[src/rtl/sdb64_pkg.sv]
package sdb64_pkg;

  typedef struct packed {
    logic [7:0] data;
    logic       present;
    logic       eom;
  } item_t;

  localparam int unsigned QDepth = 4;
  localparam int unsigned QAw = 2;

  localparam logic [31:0] H0 = 32'h67452301;
  localparam logic [31:0] H1 = 32'hEFCDAB89;
  localparam logic [31:0] H2 = 32'h98BADCFE;
  localparam logic [31:0] H3 = 32'h10325476;
  localparam logic [31:0] H4 = 32'hC3D2E1F0;
  localparam logic [31:0] K0 = 32'h5A827999;
  localparam logic [31:0] K1 = 32'h6ED9EBA1;
  localparam logic [31:0] K2 = 32'h8F1BBCDC;
  localparam logic [31:0] K3 = 32'hCA62C1D6;
  localparam logic [7:0]  PadMark = 8'h80;
  localparam logic [6:0]  EqChar = 7'h3D;

  function automatic logic [6:0] b64_char(input logic [5:0] v);
    logic [6:0] r;
    if (v < 6'd26)      r = 7'd65 + {1'b0, v};
    else if (v < 6'd52) r = 7'd71 + {1'b0, v};
    else if (v < 6'd62) r = {1'b0, v} - 7'd4;
    else if (v == 6'd62) r = 7'd43;
    else                 r = 7'd47;
    return r;
  endfunction

endpackage

[src/rtl/sdb64_front.sv]
// Input skid-free queue: accepts items, drops idle ones.
module sdb64_front (
  input  logic                clk_i,
  input  logic                rst_ni,
  input  logic                in_valid_i,
  output logic                in_stall_o,
  input  sdb64_pkg::item_t    in_item_i,
  output logic                q_valid_o,
  input  logic                q_pop_i,
  output sdb64_pkg::item_t    q_item_o
);
  sdb64_pkg::item_t mem_q [sdb64_pkg::QDepth];
  logic [sdb64_pkg::QAw-1:0] wp_q, rp_q;
  logic [sdb64_pkg::QAw:0]   cnt_q;
  logic push, pop;

  assign in_stall_o = (cnt_q == 3'(sdb64_pkg::QDepth));
  assign push = in_valid_i && !in_stall_o && (in_item_i.present || in_item_i.eom);
  assign q_valid_o = (cnt_q != '0);
  assign pop = q_valid_o && q_pop_i;
  assign q_item_o = mem_q[rp_q];

  always_ff @(posedge clk_i) begin
    if (push) mem_q[wp_q] <= in_item_i;
  end

  always_ff @(posedge clk_i or negedge rst_ni) begin
    if (!rst_ni) begin
      wp_q <= '0; rp_q <= '0; cnt_q <= '0;
    end else begin
      if (push) wp_q <= wp_q + 1'b1;
      if (pop)  rp_q <= rp_q + 1'b1;
      cnt_q <= cnt_q + {2'b0, push} - {2'b0, pop};
    end
  end
endmodule

[src/rtl/sdb64_back.sv]
// Block packing, padding, 80-round compression and base64 output.
module sdb64_back (
  input  logic             clk_i,
  input  logic             rst_ni,
  input  logic             q_valid_i,
  output logic             q_pop_o,
  input  sdb64_pkg::item_t q_item_i,
  output logic             out_valid_o,
  input  logic             out_stall_i,
  output logic [6:0]       b64_char_o,
  output logic             last_char_o
);
  localparam logic [2:0] SIdle = 3'd0, SPad = 3'd1, SComp = 3'd2,
                         SFin = 3'd3, SOut = 3'd4;

  logic [2:0]   st_q;
  logic [31:0]  h_q [5];
  logic [31:0]  w_q [16];
  logic [31:0]  a_q, b_q, c_q, d_q, e_q;
  logic [63:0]  len_q;
  logic [5:0]   fill_q;
  logic [6:0]   rnd_q;
  logic         eom_q;
  logic [1:0]   pad_q;   // 0: mark next, 1: zeros, 2: length
  logic [4:0]   cidx_q;
  logic [167:0] sh_q;
  logic         ov_q;

  logic [7:0]  pb;
  logic        put;
  logic [31:0] wt, wnew, f, k, tmp;

  // byte to put this cycle
  always_comb begin
    pb = 8'h00; put = 1'b0;
    if (st_q == SIdle) begin
      put = q_valid_i && q_item_i.present;
      pb  = q_item_i.data;
    end else if (st_q == SPad) begin
      put = 1'b1;
      if (pad_q == 2'd0)      pb = sdb64_pkg::PadMark;
      else if (pad_q == 2'd2) pb = len_q[8*(7-(fill_q[2:0]))+:8];
    end
  end
  assign q_pop_o = (st_q == SIdle) && q_valid_i;

  assign wnew = w_q[13] ^ w_q[8] ^ w_q[2] ^ w_q[0];
  assign wt = (rnd_q < 7'd16) ? w_q[0] : {wnew[30:0], wnew[31]};
  always_comb begin
    if (rnd_q < 7'd20) begin
      f = (b_q & c_q) | (~b_q & d_q); k = sdb64_pkg::K0;
    end else if (rnd_q < 7'd40) begin
      f = b_q ^ c_q ^ d_q; k = sdb64_pkg::K1;
    end else if (rnd_q < 7'd60) begin
      f = (b_q & c_q) | (b_q & d_q) | (c_q & d_q); k = sdb64_pkg::K2;
    end else begin
      f = b_q ^ c_q ^ d_q; k = sdb64_pkg::K3;
    end
  end
  assign tmp = {a_q[26:0], a_q[31:27]} + f + e_q + k + wt;

  assign out_valid_o = ov_q;
  assign b64_char_o  = (cidx_q == 5'd27) ? sdb64_pkg::EqChar : sdb64_pkg::b64_char(sh_q[167:162]);
  assign last_char_o = (cidx_q == 5'd27);

  always_ff @(posedge clk_i) begin
    if (put) begin
      if (fill_q[1:0] == 2'd0) w_q[fill_q[5:2]] <= {pb, 24'h0};
      else w_q[fill_q[5:2]][8*(3-fill_q[1:0])+:8] <= pb;
    end
    if (st_q == SComp) begin
      for (int i = 0; i < 15; i++) w_q[i] <= w_q[i+1];
      w_q[15] <= wt;
      a_q <= tmp; b_q <= a_q; c_q <= {b_q[1:0], b_q[31:2]};
      d_q <= c_q; e_q <= d_q;
    end else begin
      a_q <= h_q[0]; b_q <= h_q[1]; c_q <= h_q[2]; d_q <= h_q[3]; e_q <= h_q[4];
    end
  end

  always_ff @(posedge clk_i or negedge rst_ni) begin
    if (!rst_ni) begin
      st_q <= SIdle; fill_q <= '0; len_q <= '0; rnd_q <= '0; eom_q <= 1'b0;
      pad_q <= '0; cidx_q <= '0; sh_q <= '0; ov_q <= 1'b0;
      h_q[0] <= sdb64_pkg::H0; h_q[1] <= sdb64_pkg::H1; h_q[2] <= sdb64_pkg::H2;
      h_q[3] <= sdb64_pkg::H3; h_q[4] <= sdb64_pkg::H4;
    end else begin
      if (put) fill_q <= fill_q + 6'd1;
      case (st_q)
        SIdle: if (q_valid_i) begin
          if (q_item_i.present) len_q <= len_q + 64'd8;
          eom_q <= q_item_i.eom;
          pad_q <= 2'd0;
          if (q_item_i.present && fill_q == 6'd63) st_q <= SComp;
          else if (q_item_i.eom) st_q <= SPad;
        end
        SPad: begin
          if (pad_q == 2'd0 || (pad_q == 2'd1 && fill_q == 6'd55)) pad_q <= pad_q + 2'd1;
          if (pad_q != 2'd0 && pad_q == 2'd1 && fill_q == 6'd55) pad_q <= 2'd2;
          if (fill_q == 6'd63) st_q <= SComp;
          else if (pad_q == 2'd0 && fill_q == 6'd55) pad_q <= 2'd2;
        end
        SComp: begin
          rnd_q <= rnd_q + 7'd1;
          if (rnd_q == 7'd79) begin
            rnd_q <= '0;
            h_q[0] <= h_q[0] + tmp; h_q[1] <= h_q[1] + a_q;
            h_q[2] <= h_q[2] + {b_q[1:0], b_q[31:2]};
            h_q[3] <= h_q[3] + c_q; h_q[4] <= h_q[4] + d_q;
            if (!eom_q) st_q <= SIdle;
            else if (pad_q == 2'd2) st_q <= SFin;
            else st_q <= SPad;
          end
        end
        SFin: begin
          sh_q <= {h_q[0], h_q[1], h_q[2], h_q[3], h_q[4], 8'h00};
          cidx_q <= '0; ov_q <= 1'b1; st_q <= SOut;
        end
        SOut: if (!out_stall_i) begin
          sh_q <= {sh_q[161:0], 6'h0};
          cidx_q <= cidx_q + 5'd1;
          if (cidx_q == 5'd27) begin
            ov_q <= 1'b0; st_q <= SIdle; len_q <= '0; eom_q <= 1'b0;
            h_q[0] <= sdb64_pkg::H0; h_q[1] <= sdb64_pkg::H1; h_q[2] <= sdb64_pkg::H2;
            h_q[3] <= sdb64_pkg::H3; h_q[4] <= sdb64_pkg::H4;
          end
        end
        default: st_q <= SIdle;
      endcase
    end
  end
endmodule

[src/rtl/sha1_digest_base64_core.sv]
// Channel | valid      | stall       | payload
// in      | in_valid_i | in_stall_o  | msg_byte_i, byte_present_i, end_of_message_i
// out     | out_valid_o| out_stall_i | b64_char_o, last_char_o
// The back end takes one byte per cycle while idle; each full block is then compressed in the round unit.
// A closing item pads one byte a cycle, compresses one or two blocks, then
// sends 28 characters, one per cycle without stall. A four-entry queue takes
// items while the round unit works. Reset restores the SHA-1 initial chain.
module sha1_digest_base64_core (
  input  logic       clk_i,
  input  logic       rst_ni,
  input  logic       in_valid_i,
  output logic       in_stall_o,
  input  logic [7:0] msg_byte_i,
  input  logic       byte_present_i,
  input  logic       end_of_message_i,
  output logic       out_valid_o,
  input  logic       out_stall_i,
  output logic [6:0] b64_char_o,
  output logic       last_char_o
);
  sdb64_pkg::item_t in_item, q_item;
  logic q_valid, q_pop;

  assign in_item.data = msg_byte_i;
  assign in_item.present = byte_present_i;
  assign in_item.eom = end_of_message_i;

  sdb64_front u_front (
    .clk_i, .rst_ni, .in_valid_i, .in_stall_o, .in_item_i(in_item),
    .q_valid_o(q_valid), .q_pop_i(q_pop), .q_item_o(q_item)
  );

  sdb64_back u_back (
    .clk_i, .rst_ni, .q_valid_i(q_valid), .q_pop_o(q_pop), .q_item_i(q_item),
    .out_valid_o, .out_stall_i, .b64_char_o, .last_char_o
  );
endmodule

[config.mk]
export PLATFORM = sky130hd
export DESIGN_NAME = sha1_digest_base64_core
export DESIGN_NICKNAME = d
export VERILOG_FILES = /design/src/rtl/sdb64_pkg.sv /design/src/rtl/sdb64_front.sv /design/src/rtl/sdb64_back.sv /design/src/rtl/sha1_digest_base64_core.sv
export SDC_FILE = /design/constraint.sdc
export NUM_CORES = 2
export LEC_CHECK = 0
export BUFFER_PORTS_ARGS = -buffer_cell sky130_fd_sc_hd__buf_2
export CORE_ASPECT_RATIO = 1.75
export CORE_UTILIZATION = 58
export CTS_CLUSTER_SIZE = 14
export DETAILED_ROUTE_END_ITERATION = 10
export GPL_TIMING_DRIVEN = 0
export PLACE_DENSITY_LB_ADDON = 0.05
export RECOVER_POWER = 25
export SLEW_MARGIN = 10
export SYNTH_ARGS = -nofsm -noshare
export SYNTH_HDL_FRONTEND = slang
export SYNTH_SLANG_ARGS = --single-unit
[constraint.sdc]
create_clock -name clk_i -period 7.1 [get_ports clk_i]
set_clock_uncertainty 0.1 [all_clocks]
set_input_delay 1.775 -clock clk_i [delete_from_list [all_inputs] [get_ports clk_i]]
set_output_delay 1.775 -clock clk_i [all_outputs]
set_load 0.005 [all_outputs]
# Word-level counts from Yosys, hierarchy flattened
# Memories as Yosys holds them, arrays and structs flattened.
# Cells that the tools add are included.
[totals] wordCells=255 ramBits=552 in_bits=14 out_inout_bits=10 mem_count=2 register_bits=584
[mem_list] name="u_back.w_q" words=16 width=32 rd=16 rd_clocked_by_memory_dff=0 write_ports=16 line_no="sdb64_back.sv:18" text="logic [31:0] w_q [16];"
[mem_list] name="u_front.mem_q" words=4 width=10 rd=1 rd_clocked_by_memory_dff=0 write_ports=1 line_no="sdb64_front.sv:12" text="sdb64_pkg::item_t mem_q [sdb64_pkg::QDepth];"
[classes] magnitude_cmp=7 bitwise_logic=45 shift=3 n_mux=103 n_eq_ne=19 addsub=24 reduce_logical=30
[op_table] op="$mux W160" n=3
[op_table] op="$mux W32" n=14
[op_table] op="$pmux W168 S2" n=1
[op_table] op="$pmux W160 S2" n=1
[op_table] op="$add A32 B32 Y32" n=9
[op_table] op="$mux W64" n=4
[op_table] op="$mux W168" n=1
[op_table] op="$xor A32 B32 Y32" n=5
[op_table] op="$and A32 B32 Y32" n=4
[op_table] op="$pmux W64 S2" n=1
[op_table] op="$or A32 B32 Y32" n=3
[op_table] op="$add A64 B4 Y64 const B" n=1
[op_table] op="$shiftx A64 B33 Y8" n=1
[op_table] op="$mux W1" n=46
[op_table] op="$mux W7" n=5
[op_table] op="$neg A32 Y34" n=1
[op_table] op="$shift A8 B34 Y32 const A" n=1
[op_table] op="$shiftx A8 B34 Y32" n=1
[op_table] op="$mux W8" n=4
[op_table] op="$not A32 Y32" n=1
[op_table] op="$or A1 B1 Y1" n=32
[op_table] op="$reduce_or A32 Y1" n=1
[op_table] op="$mux W31" n=1
[op_table] op="$mux W3" n=9
[op_table] op="other kinds (44)" n=81

# Logic depth before layout (Yosys ltp)
[logic_depth] depth_word=13 depth_mapped=36 mapped_depth_nobuf=32

# Cells and area by module
# A second synthesis with hierarchy kept.
[hier_totals] hier_cells=5852 hier_area_um2=59276.9
[by_module_without_submodules] module="sdb64_back" seq_area_each_um2=28837.7 n_inst=1 cells_each=5764 area_per_inst_um2=57396.3
[by_module_without_submodules] module="sdb64_front" seq_area_each_um2=1376.3 n_inst=1 cells_each=88 area_per_inst_um2=1880.6

# Worst setup path after synthesis
# OpenSTA, ideal clock, no wires.
[synth_timing] path_type="reg-to-reg" startpoint="register u_back.rnd_q[4]" endpoint="register u_back.h_q[159] (netlist name)" arrival_time_ns=7.562 setup_time_ns=0.118 path_stages_with_launch=35 n_path_buf=4 period_less_slack_ns=7.780 t_required_ns=6.882 setup_slack_ns=-0.680 cell_sequence="dfrtp_1 -> clkbuf_1 -> o21ai_0 -> or3_1 -> clkbuf_1 -> nand2_1 -> clkbuf_1 -> o221ai_1 -> fa_1 -> inv_1 -> fa_1 -> inv_1 -> fa_1 -> inv_1 -> ha_1 -> a211o_1 -> a2111o_1 -> o2bb2ai_1 -> o21ai_0 -> a21o_1 -> a21o_1 -> a211oi_1 -> o21bai_1 -> a21oi_1 -> xnor2_1 -> ha_1 -> clkbuf_1 -> nand2_1 -> a311oi_1 -> o21ai_0 -> a21oi_1 -> o22ai_1 -> xor2_1 -> a21o_1 -> a21o_1"
[synth_between] elab_chain_len=11 word_cells_on_any_way=21
[synth_lines] element="from (decl)" line_no="sdb64_back.sv:22" text="logic [6:0] rnd_q;"
[synth_lines] element="from (signal assigned)" line_no="sdb64_back.sv:104" text="rnd_q <= rnd_q + 7'd1;"
[synth_lines] element="$lt A7 B6 Y1" line_no="sdb64_back.sv:54" text="end else if (rnd_q < 7'd60) begin"
[synth_lines] element="$mux W32" line_no="sdb64_back.sv:54"
[synth_lines] element="$mux W32" line_no="sdb64_back.sv:52" text="end else if (rnd_q < 7'd40) begin"
[synth_lines] element="$mux W32" line_no="sdb64_back.sv:50" text="if (rnd_q < 7'd20) begin"
[synth_lines] element="$add A32 B32 Y32 (4 in series)" line_no="sdb64_back.sv:60" text="assign tmp = {a_q[26:0], a_q[31:27]} + f + e_q + k + wt;"
[synth_lines] element="$add A32 B32 Y32" line_no="sdb64_back.sv:107" text="h_q[0] <= h_q[0] + tmp; h_q[1] <= h_q[1] + a_q;"
[synth_lines] element="$mux W160" line_no="sdb64_back.sv:105" text="if (rnd_q == 7'd79) begin"
[synth_lines] element="$pmux W160 S2" line_no="sdb64_back.sv:89" text="case (st_q)"
[synth_lines] element="to (decl)" line_no="sdb64_back.sv:17" text="logic [31:0] h_q [5];"
# Parallel ways exist; a longest one is shown, timed or not. The select of a mux whose other input is x is not followed.
# A chain may end at the register's enable or synchronous reset.

# Worst setup path in the final report
[layout_timing] startpoint="register u_back.rnd_q[3]" endpoint="register u_back.h_q[159] (netlist name)"
# The elaborated chain is that of the path after synthesis.

==> qor.csv <==
stage,metric,value,unit
setup_path,"slowest stage delay, CP",480,ps
yosys,post-synthesis cell area,0.0592,mm^2
floorplanning,die width,244,um
cts,CTS tree,built,
placed_design,dpl hpwl,163000,um
yosys,leading area contributor after synthesis,edfxtp_1,
timing,post-layout min period,7500,ps
yosys,Synth cell types,86,
detailed_routing,Via Count,46220,
global_route,global-route total usage across every layer,41.9,%
global_route,initial antenna violation count,6,
worst_hold_path,worst hold path type,flip-flop to flip-flop,
cts,cell chosen for the clock root,clkbuf_16,
setup_path,CP max FO,10,
yosys,synth top area cells,"edfxtp_1 28%, dfrtp_1 14%, a21o_1 7.5%",
yosys,Synth Area in Adders,9.42,%
final_layout,utilization after layout,66.1,%
yosys,syn avg cell area,10.3,um^2
run_status,failing checks,"max-capacitance violations, max-slew violations, negative setup slack",
setup_path,"CP delay by family, top",compound AO/OA/AOI/OAI gates,
cts,worst skew pair latency,770,ps
detailed_routing,ANT nets after route,0,
timing,final worst slack,-405,ps
floorplanning,IO Count,24,
setup_path,"Slowest-stage cell, CP",fa_1,
setup_path,kind of critical path,flip-flop to flip-flop,
final_layout,fraction of layout cells with a size suffix above 1,9.64,%
cts,CTS sink count,1125,
setup_path,CP endpoint kind,flip-flop,
yosys,Syn Nets,6138,
timing,RSZ-0062 raised after global routing,true,
detailed_routing,initial DRC count,3967,
yosys,combinational family with the most area after synthesis,compound AO/OA/AOI/OAI gates,
timing,fin crit share,106,%
yosys,"EDFF count, synth",552,
yosys,post-synthesis xor/xnor area fraction,4.65,%
setup_path,crit start category,flip-flop,
setup_path,buffer and inverter count on the worst path,6,
yosys,ys async rst share,36.7,%
timing,setup_tns,-2100,ps
detailed_routing,WL final,214000,um
run_status,status,"finished, violations left",
yosys,multiplexer share of the synthesized area,1.37,%
cts,clock buffer count from CTS,105,
timing,Worst slew margin,-83.6,%
yosys,Synth Area in Compound Gates,17.7,%
detailed_routing,DRC viols,0,
global_route,first-pass GRT wire length,309000,um
floorplanning,Initial Utilization,58.7,%
setup_path,most numerous cell on the critical path,fa_1,
yosys,Most used DFF post-synth,edfxtp_1,
cts,maximum clock path buffer count,3,
timing,Slew @ Worst Pin,2750,ps
cts,Clock transition at path regs,70,ps
detailed_routing,first drt pass iteration count,6,
timing,Final Hold Viols,0,
floorplanning,core footprint,0.101,mm^2
global_route,largest net degree at the start of global routing,107,
yosys,"FF+latch count, synth",1125,
detailed_routing,drt wl/cell,29.0,um
timing,Max Slew Vio Count,298,
detailed_routing,vias per cell,6.24,
final_layout,number of fill cells,8153,
yosys,Synth warnings,0,
floorplanning,Rows,154,
placed_design,port buffer count,23,
global_route,GR Overflow Total,0,
yosys,post-synth top area share,28.0,%
cts,H-tree level count,3,
final_layout,area of the multi-input gates,0.0280,mm^2
global_route,vias in the first global route,46921,
floorplanning,die height,425,um
cts,# hold bufs at CTS,0,
setup_path,Worst EP required,7660,ps
setup_path,CP arrival,8060,ps
timing,fmax,133,MHz
final_layout,layout net count,6365,
placed_design,gpl congestion,1.09,
yosys,sequential area share after synthesis,51.0,%
timing,Setup-failing EPs final,7,
final_layout,Area growth syn-to-layout,12.6,%
yosys,Post-Syn Instances,5753,
yosys,Synth Area in Simple Gates,12.3,%
floorplanning,DIE AREA,0.103,mm^2
flow_run,Max-cap violations,4,
final_layout,FF/Latch Area,0.0302,mm^2
[flip-flops by register name, summed over array words and instances, names as in the netlist, 3 cells and up]
register       count
u_back.b_q        32
u_front.cnt_q      3
u_back.fill_q      6
u_back.e_q        32
u_back.cidx_q      5
u_back.st_q        3
u_back.a_q        32
u_back.w_q       512
u_back.sh_q      160
u_back.h_q       160
u_front.mem_q     40
u_back.c_q        32
u_back.len_q      61
u_back.rnd_q       7
u_back.d_q        32
[final timing paths]
path	startpoint	to	slack [ps]	cells after the start
max in group asynchronous	rst_ni	u_back.len_q[25]	470	3
min	u_back.out_valid_o	u_back.out_valid_o	370	2
min reg2reg	u_back.out_valid_o	u_back.out_valid_o	370	2
max	u_back.rnd_q[3]	u_back.h_q[159]	-400	29
max reg2reg	u_back.rnd_q[3]	u_back.h_q[159]	-400	29
min in group asynchronous	rst_ni	u_back.sh_q[148]	1020	1
[placed cells by master (no fill, tap or decap), drive strengths merged, types with 21 or more instances in the layout]
master  netlist  final
xnor2       194    194
a21oi       258    258
a21o        595    595
inv         238    241
o21ai       321    321
fa          125    125
a31oi       169    169
dfrtp       333    333
clkinv        0     28
nand2       967    967
and3         32     32
nor3         41     41
or3          30     30
nand4        22     22
dfstp        80     80
o21a         37     37
mux4         23     23
ha          246    246
buf          27    138
edfxtp      552    552
xor2        118    118
and2         29     29
dfxtp       160    160
nor2b        35     35
nor2        456    456
o21bai       25     25
clkbuf      285    440
nand3        79     79
a211oi       21     21
[routing by layer]
| layer | global-route usage [%] | routed length (um) | up-vias |
|---|---|---|---|
| li1 | - | - | 20594 |
| met1 | 41.1 | 68200 | 22763 |
| met4 | 43.1 | 26600 | 4 |
| met3 | 8.13 | 13200 | 883 |
| met2 | 72.0 | 106000 | 1976 |
| met5 | 0 | 27 | - |
[what timing repair did]
action	4_1_cts	5_1_grt
buffers inserted	40	18
resized for setup	175	73
endpoints found under the setup margin	30	16
pin swaps	80	49
[cell usage after synthesis (80+ instances only)]
master	n
dfstp_2	80
a21oi_1	258
nor2_1	454
xnor2_1	194
edfxtp_1	552
clkbuf_1	285
fa_1	125
ha_1	246
nand2_1	967
dfxtp_1	160
o21ai_0	321
xor2_1	118
dfrtp_1	333
inv_1	238
a21o_1	595
a31oi_1	169
[worst reg2reg max path, delay by kind of cell (launching register included)]
family | cells | cell delay [ps]
AND/OR/NAND/NOR | 4 | 880
adder cells (fa/ha/maj) | 5 | 1920
AO/OA/AOI/OAI | 12 | 2780
flip-flops | 1 | 430
buffers and inverters | 6 | 780
XOR/XNOR | 2 | 540
[kinds of logic after synthesis]
| kind of cell | count (synthesis) |
|---|---|
| muxes | 51 |
| adders and majority gates | 371 |
| xor gates and xnor gates | 313 |
| AOI/OAI and AO/OA | 1595 |
| and+or+nand+nor | 1748 |
| DFF | 1125 |
| buffers and inverters | 550 |
[final cells by class]
cell class | instances | share of cell area [%]
repair buffers | 128 | 1.39
flip-flops and latches | 1125 | 45.3
inverters | 238 | 1.35
clock buffers | 146 | 4.40
diodes | 8 | 0.0300
multi-input cells | 4078 | 42.0
plain buffers | 304 | 2.02
clock inverters | 50 | 1.01
well taps | 1326 | 2.49
[stage by stage]
stage | cells | cell area [um^2] | worst slack (ps) | hold WS [ps]
finish | 7403 | 66700 | -405 | 371
CTS | 7381 | 66300 | -351 | 376
global route | 7395 | 66700 | -566 | 422
floorplan | 5753 | 59300 | 18.3 | 339
global placement | 7102 | 61100 | -4580 | 358
detailed placement | 7148 | 61600 | -1970 | 359
Power is not shown: default switching activity piles up to over one toggle a cycle in this logic, so the estimate is an artifact.
